$ cat config.mk
export PLATFORM = sky130hd
export DESIGN_NAME = scp_div_cell
export DESIGN_NICKNAME = d
export VERILOG_FILES = /design/src/sv/scp_pkg.sv /design/src/sv/scp_div_cell.sv
export SDC_FILE = /design/constraint.sdc
export NUM_CORES = 1
export LEC_CHECK = 0
export BUFFER_PORTS_ARGS = -buffer_cell sky130_fd_sc_hd__buf_4
export CAP_MARGIN = 20
export CORE_AREA = 2 2 188 190
export DETAILED_ROUTE_END_ITERATION = 6
export DIE_AREA = 0 0 190 192
export PLACE_DENSITY = 0.7
export SYNTH_ARGS = -nofsm -noshare
export SYNTH_HDL_FRONTEND = slang
export SYNTH_SLANG_ARGS = --single-unit
export TNS_END_PERCENT = 1
$ cat constraint.sdc
create_clock -name clk -period 9.12 [get_ports clk]
set_input_delay 2.736 -clock clk [delete_from_list [all_inputs] [get_ports clk]]
set_output_delay 2.736 -clock clk [all_outputs]
set_load 0.01 [all_outputs]
$ cat src/sv/scp_pkg.sv
package scp_pkg;

    // Coordinate width and the widths that follow from it.
    localparam int COORD_BITS = 16;
    localparam int DIFF_BITS  = COORD_BITS + 1;
    localparam int PROD_BITS  = 2 * DIFF_BITS;
    localparam int DOT_BITS   = PROD_BITS + 1;
    localparam int LEN_BITS   = PROD_BITS;
    localparam int QUO_BITS   = DIFF_BITS;
    localparam int REM_BITS   = LEN_BITS + QUO_BITS;

    // Where the projection falls on the segment.
    typedef enum logic [1:0] {
        REGION_START    = 2'd0,
        REGION_INTERIOR = 2'd1,
        REGION_END      = 2'd2
    } region_t;

    // Values that ride along with a word through the pipeline.
    typedef struct packed {
        logic signed [COORD_BITS-1:0] start_x;
        logic signed [COORD_BITS-1:0] start_y;
        logic signed [COORD_BITS-1:0] end_x;
        logic signed [COORD_BITS-1:0] end_y;
        region_t                      region;
        logic                         neg_x;
        logic                         neg_y;
    } side_t;

    // Word handed from one divider cell to the next.
    typedef struct packed {
        logic [REM_BITS-1:0] rem_x;
        logic [REM_BITS-1:0] rem_y;
        logic [LEN_BITS-1:0] den;
        logic [QUO_BITS-1:0] quo_x;
        logic [QUO_BITS-1:0] quo_y;
        side_t               side;
    } div_t;

endpackage

$ cat src/sv/scp_div_cell.sv
module scp_div_cell (
    input  logic          clk,
    input  logic          rst_n,
    input  logic          up_valid,
    input  scp_pkg::div_t up_data,
    output logic          up_ready,
    output logic          dn_valid,
    output scp_pkg::div_t dn_data,
    input  logic          dn_ready
);

    logic                         v_reg;
    scp_pkg::div_t                d_reg, d_next;
    logic [scp_pkg::REM_BITS-1:0] cmp;
    logic [scp_pkg::REM_BITS-1:0] diff_x, diff_y;
    logic                         bit_x, bit_y;

    assign up_ready = !v_reg || dn_ready;
    assign dn_valid = v_reg;
    assign dn_data  = d_reg;

    // One restoring step per axis: the divisor sits at the top quotient
    // position and the remainder shifts left past it.
    always_comb
    begin
        cmp    = {1'b0, up_data.den, {(scp_pkg::QUO_BITS-1){1'b0}}};
        bit_x  = up_data.rem_x >= cmp;
        bit_y  = up_data.rem_y >= cmp;
        diff_x = bit_x ? up_data.rem_x - cmp : up_data.rem_x;
        diff_y = bit_y ? up_data.rem_y - cmp : up_data.rem_y;
        d_next       = up_data;
        d_next.rem_x = {diff_x[scp_pkg::REM_BITS-2:0], 1'b0};
        d_next.rem_y = {diff_y[scp_pkg::REM_BITS-2:0], 1'b0};
        d_next.quo_x = {up_data.quo_x[scp_pkg::QUO_BITS-2:0], bit_x};
        d_next.quo_y = {up_data.quo_y[scp_pkg::QUO_BITS-2:0], bit_y};
    end

    always_ff @(posedge clk or negedge rst_n)
    begin
        if (!rst_n)
        begin
            v_reg <= 1'b0;
        end
        else if (up_ready)
        begin
            v_reg <= up_valid;
        end
    end

    always_ff @(posedge clk)
    begin
        if (up_ready && up_valid)
        begin
            d_reg <= d_next;
        end
    end

endmodule

==> run_results.csv <==
group,metric,value,unit
floorplan,core,34290,µm²
logic_synthesis,yosys-top-cells-count,"236 x edfxtp_1, 68 x ha_1, 65 x a21oi_1, 55 x inv_1, 44 x nand2_1",
floorplan,die_w,190,µm
clocking,path_clk_slew,0.06,ns
logic_synthesis,ys.warnings.count,0,
worst_setup_path,path_class,"in2out",
worst_setup_path,required,6.38,ns
worst_setup_path,cpPeakStageDelay,0.17,ns
clocking,clk_path_buf_depth,3,
clocking,worst_skew_pair.late_latency,0.54,ns
drt,ant_nets,0,
timing,drv_slew,0,
final_layout,n_fill_cell,3080,
drt,dr.first_iter.drc_count,560,
logic_synthesis,synthCells,928,
final_layout,drive_above_1_share,40.68,%
floorplan,start_util,35.31,%
global_route,antenna_found_initial,7,
run_status,status,"finished clean",
timing,tns,0,ns
floorplan,rows,68,
worst_setup_path,cp_common_cell,"buf_4",
timing,slew-limit-headroom,31.68,%
worst_setup_path,worst-path-buf-inv,2,
drt,viasPerCell,5.074,
timing,finalClockSkew,0.006079,ns
logic_synthesis,synth_seq_cells,237,
placed_design,io_buffers,477,
worst_hold_path,hp-class,"reg2reg",
timing,tightestPinTransition,1.025,ns
placed_design,place_congestion,0.9266,
worst_setup_path,crit_path_top_delay_cell,"nand2b_1",
logic_synthesis,yosysMostFrequentCell,"edfxtp_1",
worst_setup_path,critical-path-top-delay-family,"buffers and inverters",
floorplan,ioPinCount,482,
global_route,gr-total-overflow,0,
drt,drc_errors,0,
clocking,cts.sinks,237,
worst_setup_path,reg2reg_depth,3,
timing,finalHoldViolCount,0,
drt,wl,41720,µm
logic_synthesis,synth_area_leader_cell,"edfxtp_1",
worst_setup_path,worst-endpoint-arrival,3.18,ns
logic_synthesis,seq_area_frac_synth,58.75,%
clocking,clockRootBuffer,"clkbuf_16",
floorplan,die-area,36480,µm²
logic_synthesis,yosysTopAreaCellShare,58.54,%
pwr,vdd_drop_max,0.1288,mV
clocking,ctsHoldBuffers,0,
logic_synthesis,synth_area_per_cell,13.04,µm²
global_route,grt_start_max_net_pins,127,
drt,drtPass1Iterations,5,
logic_synthesis,synthArstFlopShare,0.4219,%
floorplan,die_y,192,µm
final_layout,area_growth,41.32,%
global_route,first_global_vias,9572,
clocking,cts_tree,"yes",
worst_setup_path,path_depth,3,
logic_synthesis,synth_edf_count,236,
pwr,power_density,185.4,nW/µm²
timing,setup_violations,0,
timing,finalCriticalPeriod,5.917,ns
timing,post-route-period-util,64.88,%
global_route,grt_pass1_wl,58570,µm
flow_run,cap_viol_max_count,0,
final_layout,fin_nets,1725,
timing,rsz0062_at_grt,"no",
pwr,p_leak,7.277,nW
logic_synthesis,synth_flop_cell,"edfxtp_1",
global_route,grtUsageTotal,21.58,%
clocking,post_cts_buffers,0,
logic_synthesis,synth_area,12110,µm²
worst_setup_path,crit_chain,"buf_4 -> nand2b_1 -> buf_4",
drt,routedWlPerCell,22.02,µm
drt,vias,9616,
worst_hold_path,whs_path_depth,2,
logic_synthesis,yosysUniqueCellTypes,76,
timing,fmax,169.0,MHz
logic_synthesis,ys_top_cells_by_area,"edfxtp_1 59%, ha_1 7.0%, mux2_2 2.8%, a21oi_1 2.7%, xnor2_1 2.7%",
worst_setup_path,r2r_slack,6.78,ns
worst_setup_path,critPathMaxFanout,3,
placed_design,hpwl,33320,µm
worst_setup_path,critPathLaunchType,"primary input",
final_layout,final_core_utilization,49.89,%
clocking,cts_made_buffers,27,
worst_setup_path,critPathCaptureType,"output port",
clocking,htreeDepth,1,
clocking,postCtsResizedCells,0,
==> registers in the layout, summed over array words and instances, names as in the netlist <==
name	count
dn_valid	1
dn_data	236
==> metrics by stage <==
stage | area [µm²] | power, mW | hold WS (ns) | cells | setup slack, ns
4_1_cts | 17070 | 3.199 | 0.5498 | 1887 | 3.052
5_1_grt | 17110 | 3.304 | 0.6091 | 1895 | 3.174
3_3_place_gp | 16130 | 2.016 | 0.5384 | 1838 | 2.510
2_1_floorplan | 12110 | 1.735 | 0.6221 | 929 | 0.1673
3_5_place_dp | 16130 | 2.022 | 0.5330 | 1838 | 2.502
6_report | 17110 | 3.171 | 0.5506 | 1895 | 3.203
==> final timing paths <==
check | start | endpoint
worst max-delay path | dn_ready | up_ready
worst min-delay path | dn_valid$_DFFE_PN0N_ | dn_valid$_DFFE_PN0N_
worst max register to register | dn_valid$_DFFE_PN0N_ | dn_data[232]$_DFFE_PP_
worst min register to register | dn_valid$_DFFE_PN0N_ | dn_valid$_DFFE_PN0N_
max in group asynchronous | rst_n | dn_valid$_DFFE_PN0N_
min in group asynchronous | rst_n | dn_valid$_DFFE_PN0N_
==> final cells by class <==
class                      instances  area [µm²]  share of cell area, %
antenna                            7       17.52                 0.1024
clock buffer                      34       711.9                  4.161
inverter                          57       219.0                  1.280
clock inverter                    15       231.5                  1.353
sequential                       237        7112                  41.57
timing repair buffer             480        3628                  21.21
multi-input combinational        610        4618                  26.99
tap                              455       569.3                  3.328
==> power by group <==
part / total, mW / internal (mW) / switching [mW] / leakage (nW)
sequential: 1.33 / 1.30 / 0.0230 / 2.26
clock: 1.17 / 0.721 / 0.445 / 0.457
combinational: 0.677 / 0.326 / 0.351 / 4.56
==> logic make-up (layout without fill, tap and decap cells) <==
family,count (synthesis),after routing,share of synthesized area (%)
multiplexers,55,55,5.457
other,1,9,0.03098
adder cells (fa/ha/maj),70,70,7.359
AND/OR/NAND/NOR,202,202,8.775
flip-flops,237,237,58.75
AO/OA/AOI/OAI,229,229,12.71
buffers and inverters,82,586,3.152
XOR/XNOR,52,52,3.762
==> worst reg2reg max path, stage by stage, from the launching register on <==
cell,delay [ns]
dfrtp_1,0.37
nand2b_1,0.12
and2_4,0.51
buf_4,0.91
==> per-layer routing <==
metal  GRT usage (%)  routed length (µm)  vias to the layer above
li1                -                   -                     4565
met1           24.73               15710                     4596
met2           38.95               21590                      389
met3           4.952                3107                       66
met4           8.468                1310                        0
met5               0                   0                        -
==> layout by cell type, fill, tap and decap left out, types with 27 or more instances in the layout <==
cell type and instances:
o21ai_0 34, a21o_1 32, nor2_1 43, xnor2_1 37, inv_1 55, mux2_2 30
nand2_1 44, ha_1 68, buf_4 478, clkbuf_16 27, a21oi_1 65, edfxtp_1 236
Note: power is estimated with default switching activity, not from simulation.
