### config.mk
export PLATFORM = sky130hd
export DESIGN_NAME = scp_back_flat
export DESIGN_NICKNAME = d
export VERILOG_FILES = /design/src/sv/scp_pkg.sv /design/src/sv/scp_out_if.sv /design/src/sv/scp_back.sv /design/src/flat_wrapper.sv
export SDC_FILE = /design/constraint.sdc
export NUM_CORES = 1
export LEC_CHECK = 0
export BUFFER_PORTS_ARGS = -buffer_cell sky130_fd_sc_hd__buf_2
export CAP_MARGIN = 20
export CORE_AREA = 2 2 109 111
export CTS_BUF_LIST = sky130_fd_sc_hd__clkbuf_2
export CTS_CLUSTER_SIZE = 14
export DETAILED_ROUTE_END_ITERATION = 6
export DIE_AREA = 0 0 111 113
export PLACE_DENSITY = 0.78
export SYNTH_ARGS = -nofsm -noshare
export SYNTH_HDL_FRONTEND = slang
export SYNTH_SLANG_ARGS = --single-unit
### constraint.sdc
create_clock -name clk -period 2.65 [get_ports clk]
set_input_delay 0.53 -clock clk [delete_from_list [all_inputs] [get_ports clk]]
set_output_delay 0.53 -clock clk [all_outputs]
set_load 0.02 [all_outputs]
### src/sv/scp_pkg.sv
package scp_pkg;

    // Coordinate width and the widths that follow from it.
    localparam int COORD_BITS = 16;
    localparam int DIFF_BITS  = COORD_BITS + 1;
    localparam int PROD_BITS  = 2 * DIFF_BITS;
    localparam int DOT_BITS   = PROD_BITS + 1;
    localparam int LEN_BITS   = PROD_BITS;
    localparam int QUO_BITS   = DIFF_BITS;
    localparam int REM_BITS   = LEN_BITS + QUO_BITS;

    // Where the projection falls on the segment.
    typedef enum logic [1:0] {
        REGION_START    = 2'd0,
        REGION_INTERIOR = 2'd1,
        REGION_END      = 2'd2
    } region_t;

    // Values that ride along with a word through the pipeline.
    typedef struct packed {
        logic signed [COORD_BITS-1:0] start_x;
        logic signed [COORD_BITS-1:0] start_y;
        logic signed [COORD_BITS-1:0] end_x;
        logic signed [COORD_BITS-1:0] end_y;
        region_t                      region;
        logic                         neg_x;
        logic                         neg_y;
    } side_t;

    // Word handed from one divider cell to the next.
    typedef struct packed {
        logic [REM_BITS-1:0] rem_x;
        logic [REM_BITS-1:0] rem_y;
        logic [LEN_BITS-1:0] den;
        logic [QUO_BITS-1:0] quo_x;
        logic [QUO_BITS-1:0] quo_y;
        side_t               side;
    } div_t;

endpackage

### src/sv/scp_out_if.sv
interface scp_out_if;
    logic                                valid;
    logic                                ready;
    logic signed [scp_pkg::COORD_BITS-1:0] near_x;
    logic signed [scp_pkg::COORD_BITS-1:0] near_y;
    logic [1:0]                          region;

    modport source (
        output valid, near_x, near_y, region,
        input  ready
    );

    modport sink (
        input  valid, near_x, near_y, region,
        output ready
    );
endinterface

### src/sv/scp_back.sv
module scp_back (
    input  logic          clk,
    input  logic          rst_n,
    input  logic          up_valid,
    input  scp_pkg::div_t up_data,
    output logic          up_ready,
    scp_out_if.source     out_ch
);

    logic                                  v_reg;
    logic signed [scp_pkg::COORD_BITS-1:0] near_x_reg, near_x_next;
    logic signed [scp_pkg::COORD_BITS-1:0] near_y_reg, near_y_next;
    scp_pkg::region_t                      region_reg;
    logic [scp_pkg::COORD_BITS-1:0]        qx, qy;

    assign up_ready      = !v_reg || out_ch.ready;
    assign out_ch.valid  = v_reg;
    assign out_ch.near_x = near_x_reg;
    assign out_ch.near_y = near_y_reg;
    assign out_ch.region = region_reg;

    // Pick the clamped end point or add the signed scaled offset.
    // The interior quotient is below the direction magnitude, so it fits
    // a coordinate and the sum wraps to the exact result.
    always_comb
    begin
        qx = up_data.quo_x[scp_pkg::COORD_BITS-1:0];
        qy = up_data.quo_y[scp_pkg::COORD_BITS-1:0];
        case (up_data.side.region)
            scp_pkg::REGION_INTERIOR:
            begin
                near_x_next = up_data.side.start_x + (up_data.side.neg_x ? -qx : qx);
                near_y_next = up_data.side.start_y + (up_data.side.neg_y ? -qy : qy);
            end
            scp_pkg::REGION_END:
            begin
                near_x_next = up_data.side.end_x;
                near_y_next = up_data.side.end_y;
            end
            default:
            begin
                near_x_next = up_data.side.start_x;
                near_y_next = up_data.side.start_y;
            end
        endcase
    end

    always_ff @(posedge clk or negedge rst_n)
    begin
        if (!rst_n)
        begin
            v_reg <= 1'b0;
        end
        else if (up_ready)
        begin
            v_reg <= up_valid;
        end
    end

    always_ff @(posedge clk)
    begin
        if (up_ready && up_valid)
        begin
            near_x_reg <= near_x_next;
            near_y_reg <= near_y_next;
            region_reg <= up_data.side.region;
        end
    end

endmodule

### src/flat_wrapper.sv
// flat-port wrapper written by rule: the top's interface ports become plain ports
module scp_back_flat 
  (clk, rst_n, up_valid, up_data, up_ready, out_ch_valid, out_ch_near_x, out_ch_near_y, out_ch_region, out_ch_ready);
  scp_out_if out_ch_i ();
  input  logic clk;
  input  logic rst_n;
  input  logic up_valid;
  input  scp_pkg::div_t up_data;
  output logic up_ready;
  output wire logic [$bits(out_ch_i.valid)-1:0] out_ch_valid;
  output wire logic [$bits(out_ch_i.near_x)-1:0] out_ch_near_x;
  output wire logic [$bits(out_ch_i.near_y)-1:0] out_ch_near_y;
  output wire logic [$bits(out_ch_i.region)-1:0] out_ch_region;
  input wire logic [$bits(out_ch_i.ready)-1:0] out_ch_ready;
  assign out_ch_valid = out_ch_i.valid;
  assign out_ch_near_x = out_ch_i.near_x;
  assign out_ch_near_y = out_ch_i.near_y;
  assign out_ch_region = out_ch_i.region;
  assign out_ch_i.ready = out_ch_ready;
  scp_back u_core (.clk(clk), .rst_n(rst_n), .up_valid(up_valid), .up_data(up_data), .up_ready(up_ready), .out_ch(out_ch_i));
endmodule
==> flow_summary.html <==
<table>
<tr><th>Metric</th><th>Value</th></tr>
<tr><th colspan="2">Setup path</th></tr>
<tr><td>Most frequent CP cell</td><td>sky130_fd_sc_hd__a21oi_1</td></tr>
<tr><td>Reg-to-reg critical path endpoint</td><td>u_core.out_ch.near_x[12]</td></tr>
<tr><td>Standard cell with the maximum stage delay on the critical path</td><td>sky130_fd_sc_hd__or4_4</td></tr>
<tr><td>Kind of capture point of the worst setup path</td><td>flop</td></tr>
<tr><td>Slowest cell delay on critical path</td><td>530 ps</td></tr>
<tr><td>Highest fanout seen on the critical path</td><td>2</td></tr>
<tr><td>Data arrival time of the worst path</td><td>~3300 ps</td></tr>
<tr><td>Slack of the worst reg-to-reg path</td><td>1220 ps</td></tr>
<tr><td>Reg-to-Reg Start</td><td>u_core.out_ch.valid</td></tr>
<tr><td>Chain of cells forming the critical path</td><td>buf_6 &gt; or3_4 &gt; or4_4 &gt; buf_12 &gt; o21ai_4 &gt; xnor2_2 &gt; ha_1 &gt; a21oi_1 &gt; o21ai_1 &gt; a21oi_2 &gt; a21oi_1 &gt; or3_1 &gt; a31o_2</td></tr>
<tr><td>Category of the worst setup path launch point</td><td>input pin</td></tr>
<tr><td>Cells on worst reg2reg path</td><td>3</td></tr>
<tr><td>Required time at the worst-slack endpoint</td><td>2820 ps</td></tr>
<tr><td>Setup Crit Path Kind</td><td>input pin to flop</td></tr>
<tr><th colspan="2">Place</th></tr>
<tr><td>Detailed placer's ending HPWL</td><td>10.62 mm</td></tr>
<tr><td>Final GP Congestion</td><td>0.9429</td></tr>
<tr><td>Port Buf Inserts</td><td>139</td></tr>
<tr><td>Place WS</td><td>-866.0 ps</td></tr>
<tr><th colspan="2">STA</th></tr>
<tr><td>Slew margin rel.</td><td>0.5792</td></tr>
<tr><td>Final worst hold slack</td><td>about 350 ps</td></tr>
<tr><td>Maximum operating frequency</td><td>around 320 MHz</td></tr>
<tr><td>RSZ-0062 raised after global routing</td><td>true</td></tr>
<tr><td>Final slew viol count</td><td>0</td></tr>
<tr><td># setup viols final</td><td>10</td></tr>
<tr><td>Worst path setup slack after routing</td><td>-457.5 ps</td></tr>
<tr><td>Setup Skew</td><td>24.33 ps</td></tr>
<tr><td>Least-Margin Pin Slew</td><td>631.2 ps</td></tr>
<tr><td>Share of the clock period used by the worst path</td><td>1.173</td></tr>
<tr><td>Endpoints failing hold</td><td>0</td></tr>
<tr><td>Post-route minimum period</td><td>3108 ps</td></tr>
<tr><th colspan="2">Power</th></tr>
<tr><td>Total power</td><td>2.543 mW</td></tr>
<tr><td>Peak VDD IR</td><td>0.3051 mV</td></tr>
<tr><td>Pleak</td><td>2.881 nW</td></tr>
<tr><td>Ratio of total power to cell area</td><td>402.6 nW/um^2</td></tr>
<tr><th colspan="2">Flow run</th></tr>
<tr><td>Number of max-capacitance violations reported</td><td>0</td></tr>
<tr><th colspan="2">Detailed routing</th></tr>
<tr><td>Initial detailed-routing violation count</td><td>187</td></tr>
<tr><td>DRC violation count after routing</td><td>0</td></tr>
<tr><td>Total via count after detailed routing</td><td>between 4000 and 5000</td></tr>
<tr><td>Pre-Repair DR Iteration Count</td><td>4</td></tr>
<tr><td>Routed wirelength normalized by instance count</td><td>16.29 microns</td></tr>
<tr><td>Vias per Instance</td><td>5.169</td></tr>
<tr><td>Routed Wire Length</td><td>about 14 mm</td></tr>
<tr><td>Post-DRT Antenna Nets</td><td>0</td></tr>
<tr><th colspan="2">Clocking</th></tr>
<tr><td>CTS clk-pin slew, worst paths</td><td>between 150 and 200 ps</td></tr>
<tr><td>CTS buffer count</td><td>5</td></tr>
<tr><td>CTS Sinks</td><td>35</td></tr>
<tr><td>Root Buffer Master</td><td>sky130_fd_sc_hd__clkbuf_2</td></tr>
<tr><td>TritonCTS clock tree</td><td>yes</td></tr>
<tr><td>Maximum root-to-sink buffer count</td><td>2</td></tr>
<tr><td>H-tree depth reported by CTS</td><td>2</td></tr>
<tr><td>Clock insertion delay at the later pin of the skew report</td><td>390 ps</td></tr>
<tr><th colspan="2">GRT</th></tr>
<tr><td>Global-route usage over all layers</td><td>0.2046</td></tr>
<tr><td>Via count of the first global-routing pass</td><td>4338</td></tr>
<tr><td>Overflow left after global routing</td><td>0</td></tr>
<tr><td>Antenna violations before repair</td><td>2</td></tr>
<tr><td>First-pass GRT wire length</td><td>roughly 21 mm</td></tr>
<tr><td>Largest net degree at the start of global routing</td><td>41</td></tr>
<tr><th colspan="2">Floorplan</th></tr>
<tr><td>Die footprint</td><td>12540 sq um</td></tr>
<tr><td>Count of pins on the block boundary</td><td>around 280</td></tr>
<tr><td>Initial standard-cell utilization of the core</td><td>0.3363</td></tr>
<tr><td>Site row count</td><td>39</td></tr>
<tr><td>Overall die height</td><td>113 microns</td></tr>
<tr><td>Die width</td><td>111 microns</td></tr>
<tr><td>Core area</td><td>11270 sq um</td></tr>
<tr><th colspan="2">Final layout</th></tr>
<tr><td>Synthesis-to-finish area growth</td><td>66.60%</td></tr>
<tr><td>Fraction of final layout cells sized beyond drive strength 1</td><td>0.5252</td></tr>
<tr><td>Number of nets in the final layout</td><td>976</td></tr>
<tr><td>Share of the core filled with cells</td><td>0.5603</td></tr>
<tr><td>Count of filler cells inserted in the layout</td><td>992</td></tr>
<tr><th colspan="2">Synthesis</th></tr>
<tr><td>Simple-gate area share of the yosys netlist</td><td>0.1287</td></tr>
<tr><td>Dominant combinational cell family by area after synthesis</td><td>compound AO/OA/AOI/OAI gates</td></tr>
<tr><td>Number of cells produced by synthesis</td><td>423</td></tr>
<tr><td>Adder-cell area share of the yosys netlist</td><td>0.1360</td></tr>
<tr><td>Xor-xnor portion of the synthesized cell area</td><td>0.1248</td></tr>
<tr><td>Post-synthesis mux area share</td><td>0.007921</td></tr>
<tr><td>Warnings from Yosys</td><td>0</td></tr>
<tr><td>Top flip-flop cell by instance count after synthesis</td><td>sky130_fd_sc_hd__edfxtp_1</td></tr>
<tr><td>Count of flip-flops with a built-in enable after synthesis</td><td>34</td></tr>
<tr><td>Post-Syn Nets</td><td>705</td></tr>
<tr><td>Post-synthesis compound-gate area fraction</td><td>0.2911</td></tr>
<tr><td>Distinct cells, synth</td><td>52</td></tr>
<tr><td>Flops &amp; latches, synth</td><td>35</td></tr>
<tr><td>Fraction of the yosys area taken by sequential cells</td><td>0.2759</td></tr>
<tr><td>Mapped Area</td><td>3791 sq um</td></tr>
<tr><td>Proportion of register bits with asynchronous set or reset after synthesis</td><td>0.02857</td></tr>
<tr><td>Mean area per synthesized cell</td><td>8.962 sq um</td></tr>
<tr><th colspan="2">Run status</th></tr>
<tr><td>Run status</td><td>finished with violations</td></tr>
<tr><td>Violated checks</td><td>setup timing</td></tr>
<tr><th colspan="2">Hold path</th></tr>
<tr><td>Hold path start</td><td>up_data[3]</td></tr>
<tr><td>Min-delay worst type</td><td>input pin to flop</td></tr>
<tr><td>Hold Path End</td><td>u_core.out_ch.region[1]</td></tr>
<tr><td>Worst hold stages</td><td>1</td></tr>
</table>
==> how the worst max path moves through the flow <==
| stage | start | end | slack (ps) | cells past startpoint |
|---|---|---|---|---|
| 2_1_floorplan | up_data[72] | u_core.out_ch.near_y[14] | -680 | 11 |
| 3_3_place_gp | up_data[72] | u_core.out_ch.near_y[14] | -830 | 12 |
| 3_5_place_dp | up_data[72] | u_core.out_ch.near_y[14] | -870 | 12 |
| 4_1_cts | up_data[71] | u_core.out_ch.near_y[14] | -400 | 12 |
| 5_1_grt | up_data[73] | u_core.out_ch.near_y[14] | -520 | 13 |
| 6_report | up_data[73] | u_core.out_ch.near_y[14] | -460 | 13 |
==> routing by layer <==
metal	track usage	share of wire
met5	0	0.00095
met4	0.02917	0.0062
met3	0.05142	0.065
met2	0.3391	0.47
met1	0.2782	0.46
==> area by class of cell <==
cell class                 instances  area (sq um)  area share
clock buffer                       5         25.02    0.003962
clock inverter                     3         38.79    0.006141
multi-input combinational        352          3075      0.4869
antenna                            1         2.502   0.0003962
sequential                        35          1046      0.1656
timing repair buffer             278          1867      0.2956
tap                              143         178.9     0.02833
inverter                          22         82.58     0.01307
==> layout by cell type, fill, tap and decap left out, types with 9 or more instances in the layout <==
cell type | netlist | layout
sky130_fd_sc_hd__xnor2_1 | 44 | 38
sky130_fd_sc_hd__xor2_1 | 10 | 9
sky130_fd_sc_hd__inv_1 | 22 | 22
sky130_fd_sc_hd__edfxtp_1 | 34 | 34
sky130_fd_sc_hd__a21o_1 | 10 | 10
sky130_fd_sc_hd__a21oi_1 | 41 | 28
sky130_fd_sc_hd__buf_4 | 0 | 119
sky130_fd_sc_hd__nand2_1 | 34 | 26
sky130_fd_sc_hd__o21ai_1 | 1 | 15
sky130_fd_sc_hd__ha_1 | 38 | 33
sky130_fd_sc_hd__nor2_1 | 15 | 14
sky130_fd_sc_hd__buf_2 | 0 | 133
sky130_fd_sc_hd__a22oi_1 | 21 | 21
sky130_fd_sc_hd__a21oi_2 | 0 | 12
sky130_fd_sc_hd__o21ai_0 | 40 | 17
sky130_fd_sc_hd__buf_6 | 0 | 22
==> power breakdown <==
part	total (mW)	switching [mW]	internal, mW
combinational	1.51	0.756	0.750
sequential	0.687	0.0130	0.674
clock	0.350	0.195	0.155
==> timing repair <==
action                                  in CTS  in global routing
hold endpoints to repair                     1                  0
endpoints found under the setup margin      16                 18
buffers inserted                             9                 13
resized for setup                           56                 66
hold buffers                                 1                  0
pin swaps                                   31                 43
==> Yosys cell counts (all sizes together), types with 6 or more instances <==
cell type | instances | area (sq um)
xnor2 | 44 | 385.4
a21oi | 41 | 205.2
o21ai | 41 | 205.2
ha | 38 | 475.5
edfxtp | 34 | 1021
nand2 | 34 | 127.6
inv | 22 | 82.58
a22oi | 21 | 157.7
nor2 | 15 | 56.30
clkbuf | 13 | 48.80
a21o | 10 | 75.07
a221oi | 10 | 87.58
xor2 | 10 | 87.58
nand2b | 8 | 50.05
o21a | 8 | 60.06
or3 | 7 | 53.80
nand3 | 6 | 30.03
o211ai | 6 | 45.04
==> through the flow <==
step / std cells / area, sq um / TNS [ps]
6_report: 839 / 6316 / -2201
5_1_grt: 838 / 6314 / -3121
2_1_floorplan: 423 / 3840 / -2743
3_5_place_dp: 808 / 5540 / -11650
3_3_place_gp: 808 / 5540 / -10180
4_1_cts: 826 / 5926 / -1621
==> kinds of logic after synthesis <==
family                     Yosys count
AOI/OAI and AO/OA                  163
and+or+nand+nor                     92
xor gates and xnor gates            54
adders and majority gates           40
buffers and inverters               36
DFF                                 35
muxes                                3
==> worst max-delay path: cells and delay by family <==
kind,cells,cell delay (ps)
AND/OR/NAND/NOR,3,1210
adder cells (fa/ha/maj),1,330
XOR/XNOR,1,100
buffers and inverters,2,240
AO/OA/AOI/OAI,6,860
Power figures use the tool's default switching activity.
